$ cat config.mk
export PLATFORM = sky130hd
export DESIGN_NAME = http_chunked_body_deframer_unit
export DESIGN_NICKNAME = d
export VERILOG_FILES = /design/src/hw/rtl/cbd_pkg.sv /design/src/hw/rtl/cbd_core.sv /design/src/hw/rtl/http_chunked_body_deframer_unit.sv
export SDC_FILE = /design/constraint.sdc
export NUM_CORES = 1
export LEC_CHECK = 0
export BUFFER_PORTS_ARGS = -buffer_cell sky130_fd_sc_hd__buf_2
export CAP_MARGIN = 20
export CORE_ASPECT_RATIO = 1.5
export CORE_MARGIN = 2
export CORE_UTILIZATION = 55
export DETAILED_ROUTE_END_ITERATION = 10
export GPL_ROUTABILITY_DRIVEN = 0
export HOLD_SLACK_MARGIN = 0.05
export PLACE_DENSITY = 0.77
export SLEW_MARGIN = 0
export SYNTH_ARGS = -nofsm -noshare
export SYNTH_HDL_FRONTEND = slang
export SYNTH_HIERARCHICAL = 1
export SYNTH_SLANG_ARGS = --single-unit
$ cat constraint.sdc
create_clock -name clk -period 4.49 [get_ports clk]
set_clock_uncertainty 0.2 [all_clocks]
set_input_delay 0.449 -clock clk [delete_from_list [all_inputs] [get_ports clk]]
set_output_delay 0.449 -clock clk [all_outputs]
set_load 0.1 [all_outputs]
$ cat src/hw/rtl/cbd_pkg.sv
// Shared types, constants and helpers for the chunked body deframer.
`default_nettype none
package cbd_pkg;

	localparam int LINE_KEEP_DEF = 15;

	localparam int CAP_W   = 21;
	localparam int TICK_W  = 16;
	localparam int SIZE_W  = 31;

	localparam logic [CAP_W-1:0]  BODY_CAP_RST    = CAP_W'(256 * 1024);
	localparam logic [TICK_W-1:0] STALL_TICKS_RST = TICK_W'(15000);
	localparam logic [SIZE_W-1:0] SIZE_MAX        = '1;

	localparam logic [7:0] CH_LF = 8'h0A;
	localparam logic [7:0] CH_CR = 8'h0D;

	// register indexes on the configuration port
	localparam logic CFG_BODY_CAP    = 1'b0;
	localparam logic CFG_STALL_TICKS = 1'b1;

	typedef enum logic [2:0] {
		PH_SIZE   = 3'd0,
		PH_DATA   = 3'd1,
		PH_TRAIL1 = 3'd2,
		PH_TRAIL2 = 3'd3,
		PH_DONE   = 3'd4
	} phase_t;

	typedef struct packed {
		logic       mode;
		logic [7:0] byte_value;
	} cbd_in_t;

	typedef struct packed {
		logic       payload_valid;
		logic [7:0] payload_byte;
		logic       finished;
		logic       stalled;
		logic       capped;
	} cbd_out_t;

	typedef struct packed {
		logic [CAP_W-1:0]  body_cap;
		logic [TICK_W-1:0] stall_ticks;
	} cbd_cfg_t;

	// {is_hex, digit}
	function automatic logic [4:0] hex_digit(input logic [7:0] c);
		logic [4:0] r;
		r = 5'd0;
		if (c >= 8'h30 && c <= 8'h39) begin
			r = {1'b1, 4'(c - 8'h30)};
		end else if (c >= 8'h61 && c <= 8'h66) begin
			r = {1'b1, 4'(c - 8'h57)};
		end else if (c >= 8'h41 && c <= 8'h46) begin
			r = {1'b1, 4'(c - 8'h37)};
		end
		return r;
	endfunction

endpackage
`default_nettype wire

$ cat src/hw/rtl/cbd_core.sv
// Deframer state and combinational next-state logic for one item.
`default_nettype none
module cbd_core #(
	parameter int LINE_KEEP = cbd_pkg::LINE_KEEP_DEF
) (
	input  wire               clk,
	input  wire               arst_n,
	input  wire               fire,
	input  cbd_pkg::cbd_in_t  item,
	input  cbd_pkg::cbd_cfg_t cfg,
	output cbd_pkg::cbd_out_t result
);

	localparam int KEPT_W = $clog2(LINE_KEEP + 1);

	cbd_pkg::phase_t                   phase_q, phase_d;
	logic [cbd_pkg::SIZE_W-1:0]        accum_q, accum_d;
	logic [KEPT_W-1:0]                 kept_q, kept_d;
	logic                              open_q, open_d;
	logic [cbd_pkg::SIZE_W-1:0]        chunk_q, chunk_d;
	logic [cbd_pkg::CAP_W-1:0]         total_q, total_d;
	logic [cbd_pkg::TICK_W-1:0]        idle_q, idle_d;
	logic                              stall_flag_q, stall_flag_d;
	logic                              cap_flag_q, cap_flag_d;

	logic                              active;
	logic                              at_cap;
	logic [cbd_pkg::TICK_W:0]          idle_inc;
	logic [4:0]                        hx;

	assign active = (phase_q == cbd_pkg::PH_SIZE) || (phase_q == cbd_pkg::PH_DATA) ||
		(phase_q == cbd_pkg::PH_TRAIL1) || (phase_q == cbd_pkg::PH_TRAIL2);
	assign at_cap   = total_q >= cfg.body_cap;
	assign idle_inc = {1'b0, idle_q} + 1'b1;
	assign hx       = cbd_pkg::hex_digit(item.byte_value);

	// next state
	always_comb begin
		phase_d      = phase_q;
		accum_d      = accum_q;
		kept_d       = kept_q;
		open_d       = open_q;
		chunk_d      = chunk_q;
		total_d      = total_q;
		idle_d       = idle_q;
		stall_flag_d = stall_flag_q;
		cap_flag_d   = cap_flag_q;
		if (fire && active) begin
			if (at_cap) begin
				phase_d      = cbd_pkg::PH_DONE;
				stall_flag_d = 1'b0;
				cap_flag_d   = 1'b1;
			end else if (item.mode) begin
				idle_d = idle_inc[cbd_pkg::TICK_W] ? '1 : idle_inc[cbd_pkg::TICK_W-1:0];
				if (idle_inc >= {1'b0, cfg.stall_ticks}) begin
					phase_d      = cbd_pkg::PH_DONE;
					stall_flag_d = 1'b1;
					cap_flag_d   = 1'b0;
				end
			end else begin
				idle_d = '0;
				case (phase_q)
					cbd_pkg::PH_SIZE: begin
						if (item.byte_value == cbd_pkg::CH_LF) begin
							if (accum_q == '0) begin
								phase_d      = cbd_pkg::PH_DONE;
								stall_flag_d = 1'b0;
								cap_flag_d   = 1'b0;
							end else begin
								chunk_d = accum_q;
								phase_d = cbd_pkg::PH_DATA;
							end
							accum_d = '0;
							kept_d  = '0;
							open_d  = 1'b1;
						end else if (item.byte_value != cbd_pkg::CH_CR &&
							kept_q < KEPT_W'(LINE_KEEP)) begin
							kept_d = kept_q + 1'b1;
							if (open_q) begin
								if (!hx[4]) begin
									open_d = 1'b0;
								end else if (accum_q[cbd_pkg::SIZE_W-1 -: 4] != 4'd0) begin
									accum_d = cbd_pkg::SIZE_MAX;
								end else begin
									accum_d = {accum_q[cbd_pkg::SIZE_W-5:0], hx[3:0]};
								end
							end
						end
					end
					cbd_pkg::PH_DATA: begin
						total_d = total_q + 1'b1;
						chunk_d = chunk_q - 1'b1;
						if (chunk_d == '0) begin
							phase_d = cbd_pkg::PH_TRAIL1;
						end
						if (total_d >= cfg.body_cap) begin
							phase_d      = cbd_pkg::PH_DONE;
							stall_flag_d = 1'b0;
							cap_flag_d   = 1'b1;
						end
					end
					cbd_pkg::PH_TRAIL1: begin
						phase_d = cbd_pkg::PH_TRAIL2;
					end
					default: begin
						phase_d = cbd_pkg::PH_SIZE;
						accum_d = '0;
						kept_d  = '0;
						open_d  = 1'b1;
					end
				endcase
			end
		end
	end

	// result for the item being processed
	always_comb begin
		result.payload_valid = fire && active && !at_cap && !item.mode &&
			(phase_q == cbd_pkg::PH_DATA);
		result.payload_byte  = result.payload_valid ? item.byte_value : 8'd0;
		result.finished      = (phase_d != cbd_pkg::PH_SIZE) && (phase_d != cbd_pkg::PH_DATA) &&
			(phase_d != cbd_pkg::PH_TRAIL1) && (phase_d != cbd_pkg::PH_TRAIL2);
		result.stalled       = stall_flag_d;
		result.capped        = cap_flag_d;
	end

	always_ff @(posedge clk or negedge arst_n) begin
		if (!arst_n) begin
			phase_q      <= cbd_pkg::PH_SIZE;
			accum_q      <= '0;
			kept_q       <= '0;
			open_q       <= 1'b1;
			chunk_q      <= '0;
			total_q      <= '0;
			idle_q       <= '0;
			stall_flag_q <= 1'b0;
			cap_flag_q   <= 1'b0;
		end else begin
			phase_q      <= phase_d;
			accum_q      <= accum_d;
			kept_q       <= kept_d;
			open_q       <= open_d;
			chunk_q      <= chunk_d;
			total_q      <= total_d;
			idle_q       <= idle_d;
			stall_flag_q <= stall_flag_d;
			cap_flag_q   <= cap_flag_d;
		end
	end

endmodule
`default_nettype wire

$ cat src/hw/rtl/http_chunked_body_deframer_unit.sv
// Top level of the chunked body deframer: input register, core, result register.
//
//  channel   | handshake                 | payload
//  ----------+---------------------------+-------------------------------
//  byte in   | byte_valid / byte_stall   | byte_item  (mode, byte_value)
//  result    | res_valid  / res_stall    | res_item   (payload + end flags)
//  config    | cfg_valid  / cfg_ready    | cfg_index, cfg_data
//
// One item per cycle sustained while no result is held; one result per item, passed
// through the input register, then the core's state update into the result register.
// A stalled result holds the core; one further item waits in the input register.
// Reset clears all parse state and loads the register defaults; no warm-up pass.
// cfg_ready is always high.
`default_nettype none
module http_chunked_body_deframer_unit #(
	parameter int LINE_KEEP = cbd_pkg::LINE_KEEP_DEF
) (
	input  wire                         clk,
	input  wire                         arst_n,
	input  wire                         byte_valid,
	output logic                        byte_stall,
	input  cbd_pkg::cbd_in_t            byte_item,
	output logic                        res_valid,
	input  wire                         res_stall,
	output cbd_pkg::cbd_out_t           res_item,
	input  wire                         cfg_valid,
	output logic                        cfg_ready,
	input  wire                         cfg_index,
	input  wire [cbd_pkg::CAP_W-1:0]    cfg_data
);

	logic               valid_s1;
	cbd_pkg::cbd_in_t   item_s1;
	logic               res_valid_q;
	cbd_pkg::cbd_out_t  res_item_q;
	cbd_pkg::cbd_out_t  core_res;
	cbd_pkg::cbd_cfg_t  cfg_q;
	logic               out_free;
	logic               fire;

	assign out_free   = !res_valid_q || !res_stall;
	assign fire       = valid_s1 && out_free;
	assign byte_stall = valid_s1 && !out_free;
	assign cfg_ready  = 1'b1;
	assign res_valid  = res_valid_q;
	assign res_item   = res_item_q;

	always_ff @(posedge clk or negedge arst_n) begin
		if (!arst_n) begin
			cfg_q.body_cap    <= cbd_pkg::BODY_CAP_RST;
			cfg_q.stall_ticks <= cbd_pkg::STALL_TICKS_RST;
		end else if (cfg_valid) begin
			case (cfg_index)
				cbd_pkg::CFG_BODY_CAP:    cfg_q.body_cap    <= cfg_data;
				cbd_pkg::CFG_STALL_TICKS: cfg_q.stall_ticks <= cfg_data[cbd_pkg::TICK_W-1:0];
				default: ;
			endcase
		end
	end

	always_ff @(posedge clk or negedge arst_n) begin
		if (!arst_n) begin
			valid_s1 <= 1'b0;
		end else if (byte_valid && !byte_stall) begin
			valid_s1 <= 1'b1;
		end else if (fire) begin
			valid_s1 <= 1'b0;
		end
	end

	always_ff @(posedge clk) begin
		if (byte_valid && !byte_stall) begin
			item_s1 <= byte_item;
		end
	end

	cbd_core #(
		.LINE_KEEP(LINE_KEEP)
	) u_core (
		.clk    (clk),
		.arst_n (arst_n),
		.fire   (fire),
		.item   (item_s1),
		.cfg    (cfg_q),
		.result (core_res)
	);

	always_ff @(posedge clk or negedge arst_n) begin
		if (!arst_n) begin
			res_valid_q <= 1'b0;
		end else if (fire) begin
			res_valid_q <= 1'b1;
		end else if (!res_stall) begin
			res_valid_q <= 1'b0;
		end
	end

	always_ff @(posedge clk) begin
		if (fire) begin
			res_item_q <= core_res;
		end
	end

endmodule
`default_nettype wire

==> impl_metrics.py <==
metrics = {
    "power_and_ir_drop": {
        "power_frac_seq_pct": 44.9,
        "combPwrFrac_pct": 16.5,
        "finalPower_mw": 3.91,
        "peakVddDrop_uv": 222,
        "p_sw_share_pct": 28.3,
        "leakagePower_nw": 5.15,
        "power-per-cell-area_nw_per_um2": 341,
        "p_clk_share_pct": 38.6,
        "p_switching_mw": 1.11,
        "cell_internal_pwr_mw": 2.80,
    },
    "global_route": {
        "grt_overflow": 0,
        "grt_use_met2_pct": 45.8,
        "grt-busiest-layer": "met2",
        "grt_pass1_wl_mm": 40.1,
        "antenna_found_initial": 0,
        "first_global_vias": 8480,
        "grt_max_degree": 103,
        "grtUsageMet3_pct": 3.72,
        "globalRouteMet1Util_pct": 29.4,
        "grt_util_all_layers_pct": 25.5,
    },
    "route": {
        "drtIter0Drc": 628,
        "drc": 0,
        "wl_per_cell_um": 17.4,
        "drt_first_pass_iters": 5,
        "vias_per_cell": 6.01,
        "drt_wl_total_mm": 23.9,
        "vias": 8268,
        "ant_nets": 0,
    },
    "logic_synthesis": {
        "yosys.area.top_type": "dfrtp_1",
        "synth.most_common_cell": "dfrtp_1",
        "synthArstFlopShare_pct": 87.6,
        "synth-seq-area-share_pct": 42.5,
        "syn_inst": 1057,
        "synth-edff-count": 21,
        "synth.distinct_cells": 80,
        "synth_area_leaders": "dfrtp_1 34%, ha_1 8.2%, edfxtp_1 6.2%, nor2_1 4.2%, o21ai_0 3.6%",
        "synthTopCellsByCount": "139 x dfrtp_1, 113 x nor2_1, 74 x o21ai_0",
        "synth-main-ff-cell": "dfrtp_1",
        "netlist.area_leader.share_pct": 34.0,
        "syn_nets": 1160,
        "synth_area_um2": 10200,
        "ys_ff_latch": 169,
        "avgSynthCellArea_um2": 9.67,
        "yosysWarnings": 6,
    },
    "clock_tree": {
        "clk_latency_ns": 0.43,
        "cts_tree": "done",
        "cts_made_buffers": 17,
        "clock-sinks": 169,
        "post-cts-setup-buffers": 0,
        "cts-root-buf": "clkbuf_16",
        "htree_levels": 4,
        "cts_buffer_depth": 2,
        "path_clk_slew_ns": 0.06,
    },
    "setup_path": {
        "cp-start-kind": "flop",
        "worstReg2RegStart": "u_core/total_q[0]",
        "critPathTopFamily": "simple AND/OR/NAND/NOR gates",
        "critical-path-max-stage-delay_ns": 0.39,
        "cp-end-kind": "flop",
        "cp_max_fo": 4,
        "cp_num_buf_inv": 0,
        "critPathKind": "flop to flop",
        "reg2reg_depth": 16,
        "cp_data_arrival_time_ns": 4.18,
        "rrSetupSlack_ns": 0.29,
        "cp_cell_sequence": "ha_1 -> nand3_2 -> nor3_2 -> nand3_1 -> nor2_2 -> and3_1 -> nand3_1 -> xnor2_1 -> ha_1 -> nand4_1 -> nor2_1 -> a221oi_1 -> nor2_1 -> nor4b_2 -> o211ai_1 -> a311o_1",
        "required_ns": 4.46,
        "critPathSlowestCell": "dfrtp_1",
        "reg2reg_to": "res_item[2]",
    },
    "placed_design": {
        "numPlacedInstances": 1324,
        "dp_hpwl_mm": 16.9,
        "pre_cts_ws_ns": 0.132,
        "portBuffers": 49,
    },
    "finish": {
        "n_fill_cell": 1524,
        "final_cell_count_no_fill": 1375,
        "multi_input_area_um2": 5420,
        "regArea_um2": 4350,
        "syn_to_final_growth_pct": 12.2,
        "final_net_count": 1213,
        "n_antenna_cell": 0,
        "drive_gt1_share_pct": 15.1,
    },
    "floorplan": {
        "rows": 61,
        "die_area_um2": 19700,
        "coreArea_um2": 18400,
        "start_util_pct": 55.5,
        "fp.dieH_um": 171,
        "io_pins": 51,
        "chipWidth_um": 115,
    },
    "min_path": {
        "min_path_cells": 2,
        "hp-start": "cfg_data[19]",
        "min_to": "cfg_q[35]",
        "hp-class": "input pin to flop",
    },
    "timing": {
        "hold_violations": 0,
        "setup_viol": 0,
        "period_share_pct": 93.6,
        "whs_ns": 0.0627,
        "fin_crit_ns": 4.20,
        "fmax_ghz": 0.238,
        "slew-limit-headroom_pct": 26.9,
        "report.final.slew_viol_count": 0,
        "tightest_slew_ns": 1.09,
        "setup_ws_ns": 0.286,
    },
    "run": {
        "maxCapViolCount": 0,
    },
    "run_status": {
        "outcome": "complete, no violations",
    },
}
## cell usage in the layout (no fill, tap or decap), types with 22 or more instances in the layout
cell       synthesis  routed
dfrtp_1          139     139
nor2_1           113     112
o21ai_0           74      74
ha_1              67      67
a21oi_1           63      63
nand2_1           52      52
inv_1             51      51
buf_2              2      48
xnor2_1           42      42
nand3_1           35      34
o2bb2ai_1         32      32
mux2_2            27      27
nor4_1            24      24
nor3_1            23      22
## sequential cells by signal, summed over array words and instances, names as in the netlist, 3 cells and up
signal          cells
u_core/phase_q      3
u_core/chunk_q     31
u_core/accum_q     31
item_s1             9
cfg_q              37
u_core/total_q     21
u_core/kept_q       4
res_item           12
u_core/idle_q      16
## layer usage
layer | vias up | share of wire [%]
met1 | 4060 | 40
met5 | - | 0
li1 | 3946 | -
met2 | 196 | 53
met4 | 0 | 3.6
met3 | 66 | 2.9
## cells by family (layout without fill, tap and decap cells)
group | count (synthesis) | count (layout) | share of synthesized area (%)
compound gates | 258 | 258 | 16.4
flops | 169 | 169 | 42.5
fa+ha+maj | 67 | 67 | 8.20
xor+xnor | 60 | 60 | 5.14
simple gates | 356 | 356 | 18.2
buf+inv | 106 | 172 | 4.74
mux | 40 | 40 | 4.75
other cells | 1 | 1 | 0.0367
## area by class of cell
| class | instances | area share (%) |
|---|---|---|
| well taps | 252 | 2.75 |
| multi-input cells | 782 | 47.2 |
| inverters | 51 | 1.67 |
| flip-flops and latches | 169 | 37.9 |
| repair buffers | 89 | 5.23 |
| clock inverters | 15 | 1.52 |
| clock buffers | 17 | 3.71 |
## stage by stage
| stage | setup TNS (ns) | utilization (%) | area (µm²) |
|---|---|---|---|
| global route | -0.0409 | 62.3 | 11500 |
| finish | 0 | 62.3 | 11500 |
| detailed placement | 0 | 57.9 | 10700 |
| CTS | 0 | 62.2 | 11400 |
| floorplan | 0 | - | 10200 |
| global placement | 0 | 57.9 | 10700 |
## power groups by stage
stage / sequential [mW] / clock [mW] / combinational [mW]
after floorplan: 1.80 / 0 / 0.423
after global placement: 1.78 / 0 / 0.611
after detailed placement: 1.78 / 0 / 0.627
after CTS: 1.75 / 1.53 / 0.649
after global routing: 1.77 / 1.59 / 0.721
final: 1.75 / 1.51 / 0.647
## what timing repair did
item / in CTS / in global routing
endpoints found under the hold margin: 112 / 0
endpoints found under the setup margin: 0 / 8
hold buffers: 19 / 0
gates resized for setup: 0 / 4
## worst max path at each step
stage | start | end | cells after the start
2_1_floorplan | res_valid | u_core/accum_q[6] | 9
3_3_place_gp | u_core/total_q[0] | res_item[2] | 16
3_5_place_dp | u_core/total_q[0] | res_item[2] | 16
4_1_cts | u_core/total_q[0] | res_item[2] | 16
5_1_grt | u_core/total_q[0] | res_item[2] | 16
6_report | u_core/total_q[0] | res_item[2] | 16
(Power assumes the default switching activity.)
